### config.mk
export PLATFORM = sky130hd
export DESIGN_NAME = mandelbrot_escape_time
export DESIGN_NICKNAME = d
export VERILOG_FILES = /design/src/sv/mbe_pkg.sv /design/src/sv/mbe_regs.sv /design/src/sv/mbe_mul.sv /design/src/sv/mbe_div.sv /design/src/sv/mandelbrot_escape_time.sv
export SDC_FILE = /design/constraint.sdc
export NUM_CORES = 2
export LEC_CHECK = 0
export CAP_MARGIN = 15
export CELL_PAD_IN_SITES_DETAIL_PLACEMENT = 1
export CELL_PAD_IN_SITES_GLOBAL_PLACEMENT = 1
export CORE_MARGIN = 2
export CORE_UTILIZATION = 52
export CTS_CLUSTER_DIAMETER = 120
export CTS_CLUSTER_SIZE = 40
export DETAILED_ROUTE_END_ITERATION = 12
export DONT_BUFFER_PORTS = 1
export PLACE_DENSITY = 0.91
export SYNTH_ARGS = -nofsm -noshare
export SYNTH_HDL_FRONTEND = slang
export SYNTH_SLANG_ARGS = --single-unit
### constraint.sdc
create_clock -name clk -period 13.59 [get_ports clk]
set_input_delay 1.359 -clock clk [delete_from_list [all_inputs] [get_ports clk]]
set_output_delay 1.359 -clock clk [all_outputs]
set_load 0.02 [all_outputs]
### src/sv/mbe_pkg.sv
package mbe_pkg;

  // fixed field widths
  localparam int COORD_W     = 32;
  localparam int FRAC_W      = 26;
  localparam int IDX_W       = 12;
  localparam int DIM_REG_W   = 13;
  localparam int COUNT_W     = 16;
  localparam int ADDR_W      = 24;
  localparam int DEF_MAX_DIM = 4096;

  // datapath widths
  localparam int SPAN_W = COORD_W + 1;
  localparam int OPND_W = SPAN_W;
  localparam int PROD_W = 2 * COORD_W;
  localparam int MAG_W  = COORD_W + IDX_W;
  localparam int SQ_W   = PROD_W - FRAC_W;
  localparam int WIDE_W = MAG_W + 2;

  // stream and register port widths
  localparam int S_TDATA_W  = 2 * IDX_W;
  localparam int M_TDATA_W  = COUNT_W + ADDR_W;
  localparam int APB_ADDR_W = 5;
  localparam int APB_DATA_W = 32;
  localparam int REG_IDX_W  = APB_ADDR_W - 2;

  // register map
  localparam logic [REG_IDX_W-1:0] REG_X_MIN           = 3'd0;
  localparam logic [REG_IDX_W-1:0] REG_X_MAX           = 3'd1;
  localparam logic [REG_IDX_W-1:0] REG_Y_MIN           = 3'd2;
  localparam logic [REG_IDX_W-1:0] REG_Y_MAX           = 3'd3;
  localparam logic [REG_IDX_W-1:0] REG_IMAGE_WIDTH     = 3'd4;
  localparam logic [REG_IDX_W-1:0] REG_IMAGE_HEIGHT    = 3'd5;
  localparam logic [REG_IDX_W-1:0] REG_ITERATION_LIMIT = 3'd6;

  // register reset values
  localparam logic [COORD_W-1:0]   RST_X_MIN  = 32'hF800_0000;
  localparam logic [COORD_W-1:0]   RST_X_MAX  = 32'h0400_0000;
  localparam logic [COORD_W-1:0]   RST_Y_MIN  = 32'hFC00_0000;
  localparam logic [COORD_W-1:0]   RST_Y_MAX  = 32'h0400_0000;
  localparam logic [DIM_REG_W-1:0] RST_DIM    = 13'd1024;
  localparam logic [COUNT_W-1:0]   RST_LIMIT  = 16'd256;

  // saturation bounds and escape radius squared (4.0)
  localparam logic signed [COORD_W-1:0] COORD_MAX = {1'b0, {(COORD_W-1){1'b1}}};
  localparam logic signed [COORD_W-1:0] COORD_MIN = {1'b1, {(COORD_W-1){1'b0}}};
  localparam logic signed [WIDE_W-1:0]  WIDE_MAX  =
    {{(WIDE_W-COORD_W+1){1'b0}}, {(COORD_W-1){1'b1}}};
  localparam logic signed [WIDE_W-1:0]  WIDE_MIN  =
    {{(WIDE_W-COORD_W+1){1'b1}}, {(COORD_W-1){1'b0}}};
  localparam logic signed [SQ_W:0] ESCAPE_LIMIT = (SQ_W+1)'(64'd4 << FRAC_W);

  typedef enum logic [3:0] {
    ST_IDLE,
    ST_MAP_MUL,
    ST_MAP_DIV,
    ST_MAP_WAIT,
    ST_ADDR_MUL,
    ST_ADDR_WR,
    ST_IT_AA,
    ST_IT_BB,
    ST_IT_AB,
    ST_IT_UPD,
    ST_DONE
  } state_t;

  typedef struct packed {
    logic signed [COORD_W-1:0] x_min;
    logic signed [COORD_W-1:0] x_max;
    logic signed [COORD_W-1:0] y_min;
    logic signed [COORD_W-1:0] y_max;
    logic [DIM_REG_W-1:0]      image_width;
    logic [DIM_REG_W-1:0]      image_height;
    logic [COUNT_W-1:0]        iteration_limit;
  } cfg_t;

  typedef struct packed {
    logic busy;
    logic done;
  } div_stat_t;

  // clamp a wide signed value to the coordinate range
  function automatic logic signed [COORD_W-1:0] sat_coord(
    input logic signed [WIDE_W-1:0] v
  );
    logic signed [COORD_W-1:0] r;
    if (v > WIDE_MAX) begin
      r = COORD_MAX;
    end else if (v < WIDE_MIN) begin
      r = COORD_MIN;
    end else begin
      r = v[COORD_W-1:0];
    end
    return r;
  endfunction

endpackage

### src/sv/mbe_regs.sv
module mbe_regs (
  input  logic                             clk,
  input  logic                             rst,
  input  logic                             psel,
  input  logic                             penable,
  input  logic                             pwrite,
  input  logic [mbe_pkg::APB_ADDR_W-1:0]   paddr,
  input  logic [mbe_pkg::APB_DATA_W-1:0]   pwdata,
  output logic [mbe_pkg::APB_DATA_W-1:0]   prdata,
  output mbe_pkg::cfg_t                    cfg
);
  import mbe_pkg::*;

  logic [REG_IDX_W-1:0] reg_idx;
  logic                 wr_en;

  assign reg_idx = paddr[APB_ADDR_W-1:2];
  assign wr_en   = psel & penable & pwrite;

  // register writes
  always_ff @(posedge clk) begin
    if (rst) begin
      cfg.x_min           <= RST_X_MIN;
      cfg.x_max           <= RST_X_MAX;
      cfg.y_min           <= RST_Y_MIN;
      cfg.y_max           <= RST_Y_MAX;
      cfg.image_width     <= RST_DIM;
      cfg.image_height    <= RST_DIM;
      cfg.iteration_limit <= RST_LIMIT;
    end else if (wr_en) begin
      unique case (reg_idx)
        REG_X_MIN:           cfg.x_min           <= pwdata[COORD_W-1:0];
        REG_X_MAX:           cfg.x_max           <= pwdata[COORD_W-1:0];
        REG_Y_MIN:           cfg.y_min           <= pwdata[COORD_W-1:0];
        REG_Y_MAX:           cfg.y_max           <= pwdata[COORD_W-1:0];
        REG_IMAGE_WIDTH:     cfg.image_width     <= pwdata[DIM_REG_W-1:0];
        REG_IMAGE_HEIGHT:    cfg.image_height    <= pwdata[DIM_REG_W-1:0];
        REG_ITERATION_LIMIT: cfg.iteration_limit <= pwdata[COUNT_W-1:0];
        default: ;
      endcase
    end
  end

  // read back
  always_comb begin
    unique case (reg_idx)
      REG_X_MIN:           prdata = APB_DATA_W'(cfg.x_min);
      REG_X_MAX:           prdata = APB_DATA_W'(cfg.x_max);
      REG_Y_MIN:           prdata = APB_DATA_W'(cfg.y_min);
      REG_Y_MAX:           prdata = APB_DATA_W'(cfg.y_max);
      REG_IMAGE_WIDTH:     prdata = APB_DATA_W'(cfg.image_width);
      REG_IMAGE_HEIGHT:    prdata = APB_DATA_W'(cfg.image_height);
      REG_ITERATION_LIMIT: prdata = APB_DATA_W'(cfg.iteration_limit);
      default:             prdata = '0;
    endcase
  end

endmodule

### src/sv/mbe_mul.sv
module mbe_mul (
  input  logic                                clk,
  input  logic signed [mbe_pkg::OPND_W-1:0]   op_a,
  input  logic signed [mbe_pkg::OPND_W-1:0]   op_b,
  output logic signed [mbe_pkg::PROD_W-1:0]   prod
);
  import mbe_pkg::*;

  logic signed [2*OPND_W-1:0] full;

  // shared signed multiplier, product registered
  assign full = op_a * op_b;

  always_ff @(posedge clk) begin
    prod <= full[PROD_W-1:0];
  end

endmodule

### src/sv/mbe_div.sv
module mbe_div #(
  parameter int DIM_W = 13
) (
  input  logic                            clk,
  input  logic                            rst,
  input  logic                            start,
  input  logic [mbe_pkg::MAG_W-1:0]       dividend,
  input  logic [DIM_W-1:0]                divisor,
  output mbe_pkg::div_stat_t              stat,
  output logic [mbe_pkg::MAG_W-1:0]       quotient
);
  import mbe_pkg::*;

  localparam int CNT_W = $clog2(MAG_W + 1);

  logic [CNT_W-1:0] cnt;
  logic             busy;
  logic [DIM_W-1:0] rem;
  logic [MAG_W-1:0] quo;
  logic [DIM_W-1:0] dvsr;
  logic [DIM_W:0]   rem_sh;
  logic [DIM_W:0]   rem_diff;
  logic             fits;

  // one restoring step per cycle
  assign rem_sh   = {rem, quo[MAG_W-1]};
  assign rem_diff = rem_sh - {1'b0, dvsr};
  assign fits     = rem_sh >= {1'b0, dvsr};

  // step counter
  always_ff @(posedge clk) begin
    if (rst) begin
      busy <= 1'b0;
      cnt  <= '0;
    end else if (start) begin
      busy <= 1'b1;
      cnt  <= CNT_W'(MAG_W);
    end else if (busy) begin
      if (cnt != '0) begin
        cnt <= cnt - 1'b1;
      end else begin
        busy <= 1'b0;
      end
    end
  end

  // remainder and quotient shift
  always_ff @(posedge clk) begin
    if (start) begin
      rem  <= '0;
      quo  <= dividend;
      dvsr <= divisor;
    end else if (busy && cnt != '0) begin
      rem <= fits ? rem_diff[DIM_W-1:0] : rem_sh[DIM_W-1:0];
      quo <= {quo[MAG_W-2:0], fits};
    end
  end

  assign stat.busy = busy;
  assign stat.done = busy && (cnt == '0);
  assign quotient  = quo;

endmodule

### src/sv/mandelbrot_escape_time.sv
// Mandelbrot escape-time pixel unit
//
// s_axis carries one pixel request (column, row); m_axis returns the escape
// count and the pixel's linear address. Both are valid/ready streams; the
// APB port sets the viewing window, image size and iteration limit and
// should only be written while no pixel is in flight.
//
// Each axis mapping runs through the 44-step restoring divider; the single
// shared multiplier forms a*a, b*b and a*b in turn for each iteration, and
// the loop ends at the iteration limit or after an escape. One pixel is
// worked on at a time: a new request is taken only once the last pixel's
// result has been loaded into the output register.
//
// Reset returns the sequencer to idle, empties the output register and
// loads the default window. A finished result waits in the output register
// while the next pixel is accepted and worked on; if the receiver still
// stalls when that pixel is done, the unit holds until the register frees.
module mandelbrot_escape_time #(
  parameter int MAX_DIM = mbe_pkg::DEF_MAX_DIM
) (
  input  logic                              clk,
  input  logic                              rst,
  input  logic                              s_axis_tvalid,
  output logic                              s_axis_tready,
  // column [11:0], row [23:12]
  input  logic [mbe_pkg::S_TDATA_W-1:0]     s_axis_tdata,
  output logic                              m_axis_tvalid,
  input  logic                              m_axis_tready,
  // iteration_count [15:0], pixel_address [39:16]
  output logic [mbe_pkg::M_TDATA_W-1:0]     m_axis_tdata,
  input  logic                              psel,
  input  logic                              penable,
  input  logic                              pwrite,
  input  logic [mbe_pkg::APB_ADDR_W-1:0]    paddr,
  input  logic [mbe_pkg::APB_DATA_W-1:0]    pwdata,
  output logic [mbe_pkg::APB_DATA_W-1:0]    prdata,
  output logic                              pready
);
  import mbe_pkg::*;

  localparam int DIM_W = $clog2(MAX_DIM + 1);

  state_t state, state_next;
  cfg_t   cfg;

  logic [IDX_W-1:0]          col_q, row_q;
  logic [DIM_W-1:0]          w_q, h_q, w_eff, h_eff;
  logic                      axis_y;
  logic                      q_neg;
  logic signed [COORD_W-1:0] cx, cy, a, b;
  logic signed [SQ_W-1:0]    a2, b2, sq_cur;
  logic [COUNT_W-1:0]        t;
  logic [ADDR_W-1:0]         addr_q;
  logic [COUNT_W-1:0]        out_count;
  logic [ADDR_W-1:0]         out_addr;
  logic                      out_valid;
  logic                      out_free, out_load, accept;

  logic signed [OPND_W-1:0]  op_a, op_b, span_x, span_y;
  logic signed [PROD_W-1:0]  prod;
  logic [PROD_W-1:0]         prod_neg;

  logic                      div_start;
  logic [MAG_W-1:0]          dividend, quotient;
  div_stat_t                 div_stat;

  logic signed [WIDE_W-1:0]  off_w, lo_w, map_sum;
  logic signed [COORD_W-1:0] map_sat, re_next, im_next;
  logic signed [SQ_W:0]      mag_sum;
  logic                      escaped, at_limit;

  // configuration registers
  mbe_regs u_regs (
    .clk     (clk),
    .rst     (rst),
    .psel    (psel),
    .penable (penable),
    .pwrite  (pwrite),
    .paddr   (paddr),
    .pwdata  (pwdata),
    .prdata  (prdata),
    .cfg     (cfg)
  );

  assign pready = 1'b1;

  // shared multiplier
  mbe_mul u_mul (
    .clk  (clk),
    .op_a (op_a),
    .op_b (op_b),
    .prod (prod)
  );

  // mapping divider
  mbe_div #(
    .DIM_W (DIM_W)
  ) u_div (
    .clk      (clk),
    .rst      (rst),
    .start    (div_start),
    .dividend (dividend),
    .divisor  (axis_y ? h_q : w_q),
    .stat     (div_stat),
    .quotient (quotient)
  );

  // effective image dimensions
  always_comb begin
    if (cfg.image_width == '0) begin
      w_eff = DIM_W'(1);
    end else if (32'(cfg.image_width) > MAX_DIM) begin
      w_eff = DIM_W'(MAX_DIM);
    end else begin
      w_eff = DIM_W'(cfg.image_width);
    end
    if (cfg.image_height == '0) begin
      h_eff = DIM_W'(1);
    end else if (32'(cfg.image_height) > MAX_DIM) begin
      h_eff = DIM_W'(MAX_DIM);
    end else begin
      h_eff = DIM_W'(cfg.image_height);
    end
  end

  // axis spans and divider operand
  assign span_x   = SPAN_W'($signed(cfg.x_max)) - SPAN_W'($signed(cfg.x_min));
  assign span_y   = SPAN_W'($signed(cfg.y_max)) - SPAN_W'($signed(cfg.y_min));
  assign prod_neg = -prod;
  assign dividend = prod[PROD_W-1] ? prod_neg[MAG_W-1:0] : prod[MAG_W-1:0];

  // mapped coordinate: lower bound plus signed truncated quotient
  always_comb begin
    off_w   = $signed(WIDE_W'(quotient));
    if (q_neg) begin
      off_w = -off_w;
    end
    lo_w    = axis_y ? WIDE_W'($signed(cfg.y_min)) : WIDE_W'($signed(cfg.x_min));
    map_sum = lo_w + off_w;
    map_sat = sat_coord(map_sum);
  end

  // iteration arithmetic, product scaled back with floor
  assign sq_cur   = prod[PROD_W-1:FRAC_W];
  assign mag_sum  = (SQ_W+1)'(a2) + (SQ_W+1)'(sq_cur);
  assign escaped  = mag_sum > ESCAPE_LIMIT;
  assign at_limit = t >= cfg.iteration_limit;
  assign re_next  = sat_coord(WIDE_W'(a2) - WIDE_W'(b2) + WIDE_W'(cx));
  assign im_next  = sat_coord((WIDE_W'(sq_cur) <<< 1) + WIDE_W'(cy));

  assign out_free = !out_valid || m_axis_tready;
  assign accept   = s_axis_tvalid && s_axis_tready;

  // next state
  always_comb begin
    state_next = state;
    unique case (state)
      ST_IDLE:     if (s_axis_tvalid) state_next = ST_MAP_MUL;
      ST_MAP_MUL:  state_next = ST_MAP_DIV;
      ST_MAP_DIV:  state_next = ST_MAP_WAIT;
      ST_MAP_WAIT: begin
        if (div_stat.done) begin
          state_next = axis_y ? ST_ADDR_MUL : ST_MAP_MUL;
        end
      end
      ST_ADDR_MUL: state_next = ST_ADDR_WR;
      ST_ADDR_WR:  state_next = ST_IT_AA;
      ST_IT_AA:    state_next = at_limit ? ST_DONE : ST_IT_BB;
      ST_IT_BB:    state_next = ST_IT_AB;
      ST_IT_AB:    state_next = escaped ? ST_DONE : ST_IT_UPD;
      ST_IT_UPD:   state_next = ST_IT_AA;
      ST_DONE:     if (out_free) state_next = ST_IDLE;
      default:     state_next = ST_IDLE;
    endcase
  end

  // sequencer outputs and multiplier operand select
  always_comb begin
    s_axis_tready = 1'b0;
    div_start     = 1'b0;
    out_load      = 1'b0;
    op_a          = '0;
    op_b          = '0;
    unique case (state)
      ST_IDLE:     s_axis_tready = 1'b1;
      ST_MAP_MUL: begin
        op_a = axis_y ? span_y : span_x;
        op_b = OPND_W'(axis_y ? row_q : col_q);
      end
      ST_MAP_DIV:  div_start = 1'b1;
      ST_ADDR_MUL: begin
        op_a = OPND_W'(row_q);
        op_b = OPND_W'(w_q);
      end
      ST_IT_AA: begin
        op_a = OPND_W'(a);
        op_b = OPND_W'(a);
      end
      ST_IT_BB: begin
        op_a = OPND_W'(b);
        op_b = OPND_W'(b);
      end
      ST_IT_AB: begin
        op_a = OPND_W'(a);
        op_b = OPND_W'(b);
      end
      ST_DONE:     out_load = out_free;
      default: ;
    endcase
  end

  // control registers
  always_ff @(posedge clk) begin
    if (rst) begin
      state     <= ST_IDLE;
      axis_y    <= 1'b0;
      out_valid <= 1'b0;
    end else begin
      state <= state_next;
      if (accept) begin
        axis_y <= 1'b0;
      end else if (state == ST_MAP_WAIT && div_stat.done) begin
        axis_y <= 1'b1;
      end
      if (out_load) begin
        out_valid <= 1'b1;
      end else if (m_axis_tready) begin
        out_valid <= 1'b0;
      end
    end
  end

  // datapath registers
  always_ff @(posedge clk) begin
    unique case (state)
      ST_IDLE: begin
        if (accept) begin
          col_q <= s_axis_tdata[IDX_W-1:0];
          row_q <= s_axis_tdata[2*IDX_W-1:IDX_W];
          w_q   <= w_eff;
          h_q   <= h_eff;
          a     <= '0;
          b     <= '0;
          t     <= '0;
        end
      end
      ST_MAP_DIV:  q_neg <= prod[PROD_W-1];
      ST_MAP_WAIT: begin
        if (div_stat.done) begin
          if (axis_y) begin
            cy <= map_sat;
          end else begin
            cx <= map_sat;
          end
        end
      end
      ST_ADDR_WR:  addr_q <= prod[ADDR_W-1:0] + ADDR_W'(col_q);
      ST_IT_BB:    a2 <= sq_cur;
      ST_IT_AB:    b2 <= sq_cur;
      ST_IT_UPD: begin
        a <= re_next;
        b <= im_next;
        t <= t + 1'b1;
      end
      ST_DONE: begin
        if (out_load) begin
          out_count <= t;
          out_addr  <= addr_q;
        end
      end
      default: ;
    endcase
  end

  assign m_axis_tvalid = out_valid;
  assign m_axis_tdata  = {out_addr, out_count};

endmodule

==> summary.md <==
| Metric | Value |
|---|---|
| Area taken by multi-input logic gates | 0.0551 sq mm |
| Fraction of layout cells with a size suffix above 1 | under 10% |
| Seq/Total Area, Yosys | 21.5% |
| Full die area | ~0.16 sq mm |
| Worst Tran Pin Value | 1480 ps |
| Most common cell after layout, fill and taps aside | inv_1 |
| Max stage delay on crit path | about 760 ps |
| Top_reg_cell synth | edfxtp_1 |
| CTS H-tree lvls | 1 |
| WL met3 | about 36,000 microns |
| TNS Setup | 0 ps |
| Final Non-Filler Cells | between 10,000 and 15,000 |
| Core region area | approximately 0.15 sq mm |
| Max Cap Violations | 0 |
| Final period util | 99.1% |
| Root Buffer | clkbuf_16 |
| Die height | 394 microns |
| First-pass detailed-route iteration total | 8 |
| Min Tclk post-route | 13,470 ps |
| Count of state elements after synthesis | 652 |
| Max rail drop VDD | 113 uV |
| Commonest cells after routing, fill and taps aside | 1,493 x inv_1, 1,298 x nand2_1, 1,168 x fa_1 |
| Initial antenna violation count | 15 |
| Hold slack | about 430 ps |
| Met1 wire length | 111,000 microns |
| Cells after Synth | 8,806 |
| Pwr Density | roughly 64 mW/mm^2 |
| Syn Nets | 10,527 |
| CP Launch Type | register |
| Num CTS Buffers | 25 |
| DR WL/cell | between 20 and 30 microns |
| Fin. max-slew vios | 0 |
| Slew HR | 1.57% |
| Nets@finish | around 10,000 |
| Worst-path clk slew | 140 ps |
| Setup slack after layout | roughly 120 ps |
| Synthesized area per cell | 8.98 sq um |
| Hpwl dp | 255,000 microns |
| Slowest stage cell on the critical path | a211oi_1 |
| FMAX | 74.2 MHz |
| CTS Hold Buffers Added | 0 |
| Area grow syn2layout | 4.55% |
| Routed WL | between 300,000 and 400,000 microns |
| Vias in the first global route | around 74,000 |
| Initial Util | 52.2% |
| Max FO, Critical Path | 7 |
| Max Used Layer | met5 |
| Post-synth top area share | between 20 and 30% |
| Placed cell count | 10,604 |
| Top post-synthesis cells by area | fa_1 30%, edfxtp_1 15%, ha_1 7.6% |
| Clk buf depth | 3 |
| Worst path required time | 14,130 ps |
| Kind of critical path | reg -> reg |
| Leak Pwr | 37.6 nW |
| Routed wl met2 | 140,000 microns |
| Worst-Skew Late Latency | 730 ps |
| Yosys Warn Count | 0 |
| Setup-failing EPs final | 0 |
| Die Wd | between 300 and 400 microns |
| GP Congestion | between 0.9 and 1 |
| Most used cell along the critical path | fa_1 |
| TritonCTS clock tree | built |
| # DRC | 0 |
| I/O Buffers | 0 |
| Vias | between 60,000 and 70,000 |
| Initial DRC count | 7,037 |
| Critical path endpoint category | register |
| Clk_skew | roughly 110 ps |
| Fillers | 17,469 |
| Routed vias/inst | 6.33 |
| RSZ-0062 raised after global routing | false |
| Largest net degree at the start of global routing | 183 |
| Antenna Violating Nets Remaining | 0 |
| EDFF count, synth | 392 |
| Final Hold Viols | 0 |
| DP Worst Slack | 575 ps |
| Hold Crit Class | reg -> reg |
| Rows | approximately 140 |
| Worst endpoint data arrival time | approximately 14,000 ps |
| Register area | around 0.017 sq mm |
| Status | finished, final reports clean |
| Async set-reset flop share out of synthesis | 0% |
| Gr ovfl total | 0 |
| Clock sinks | 652 |
| Cell area after synthesis | 0.0791 sq mm |
| Distinct cells, synth | 92 |
| I/O pins | 143 |
| Setup repair bufs after CTS | 0 |
| Area leader, netlist | fa_1 |
| Total track usage | between 30% and 40% |
| Post-CTS Resized | 0 |
| First-pass GRT wire length | around 460,000 microns |
[synthesized netlist by cell type (all sizes together), types with 36 or more instances]
cell	count
inv	1495
nand2	1303
fa	1170
nor2	642
ha	483
a21oi	481
edfxtp	392
o21ai	381
clkbuf	369
dfxtp	260
xnor2	232
a21o	157
xor2	134
nand3	84
and2	83
nor3	79
nor2b	69
o31ai	63
o21a	58
a22o	55
and3	51
nand2b	49
mux2i	44
o21bai	43
or3	42
nand4	41
a221o	38
a31oi	37
buf	36
[per-layer routing]
| metal | up-vias | track usage [%] |
|---|---|---|
| li1 | 28007 | - |
| met1 | 34188 | 47.9 |
| met2 | 4046 | 62.2 |
| met3 | 1280 | 11.6 |
| met4 | 12 | 24.0 |
| met5 | - | 0 |
[through the flow]
| stage | cell area [sq um] | util (%) | power (mW) |
|---|---|---|---|
| after global routing | 82700 | 54.5 | 5.40 |
| after floorplan | 79100 | - | 3.39 |
| after detailed placement | 81600 | 53.8 | 4.03 |
| final | 82700 | 54.6 | 5.25 |
| after CTS | 82500 | 54.5 | 5.17 |
| after global placement | 81600 | 53.8 | 3.93 |
[state kept, by name, indices dropped and copies added, names as in the netlist, 16 cells and up]
signal          cells
addr_q             24
a                  32
out_count          16
t                  16
cy                 32
b                  32
u_div.quotient     44
cx                 32
out_addr           24
a2                 38
b2                 38
u_mul.prod         64
u_regs.cfg        170
[power breakdown]
| part | total, mW | leakage, nW | switching, mW | internal, mW |
|---|---|---|---|---|
| Combinational | 1.69 | 31.4 | 1.16 | 0.531 |
| Sequential | 2.40 | 5.76 | 0.161 | 2.24 |
| Clock | 1.17 | 0.456 | 0.743 | 0.422 |
[kinds of logic after synthesis]
family | count (synthesis) | share of synthesized area (%)
mux | 66 | 0.913
flops | 652 | 21.5
compound gates | 1615 | 13.2
simple gates | 2551 | 14.0
xor+xnor | 366 | 4.06
buf+inv | 1902 | 9.08
fa+ha+maj | 1653 | 37.3
other cells | 1 | 0.00474
[worst max-delay path, delay by kind of cell, from the launching register on]
family | cells | cell delay [ps]
AOI/OAI and AO/OA | 16 | 5520
adders and majority gates | 10 | 4790
and+or+nand+nor | 6 | 1100
buffers and inverters | 7 | 760
muxes | 1 | 590
DFF | 1 | 430
xor gates and xnor gates | 1 | 130
[path summary, 6_finish.rpt]
path	from	to	slack, ps	cells after the start
worst max-delay path	u_regs.cfg[139]	u_mul.prod[62]	120	41
worst min-delay path	addr_q[4]	out_addr[4]	430	0
worst max register to register	u_regs.cfg[139]	u_mul.prod[62]	120	41
worst min register to register	addr_q[4]	out_addr[4]	430	0
[final cells by class]
cell class	instances	share of cell area, %
clock inverter	14	0.330
multi-input combinational	6252	66.7
sequential	652	20.5
antenna	7	0.0212
clock buffer	32	0.840
timing repair buffer	179	1.69
inverter	1497	6.80
tap	2030	3.07
(Power assumes the default switching activity.)
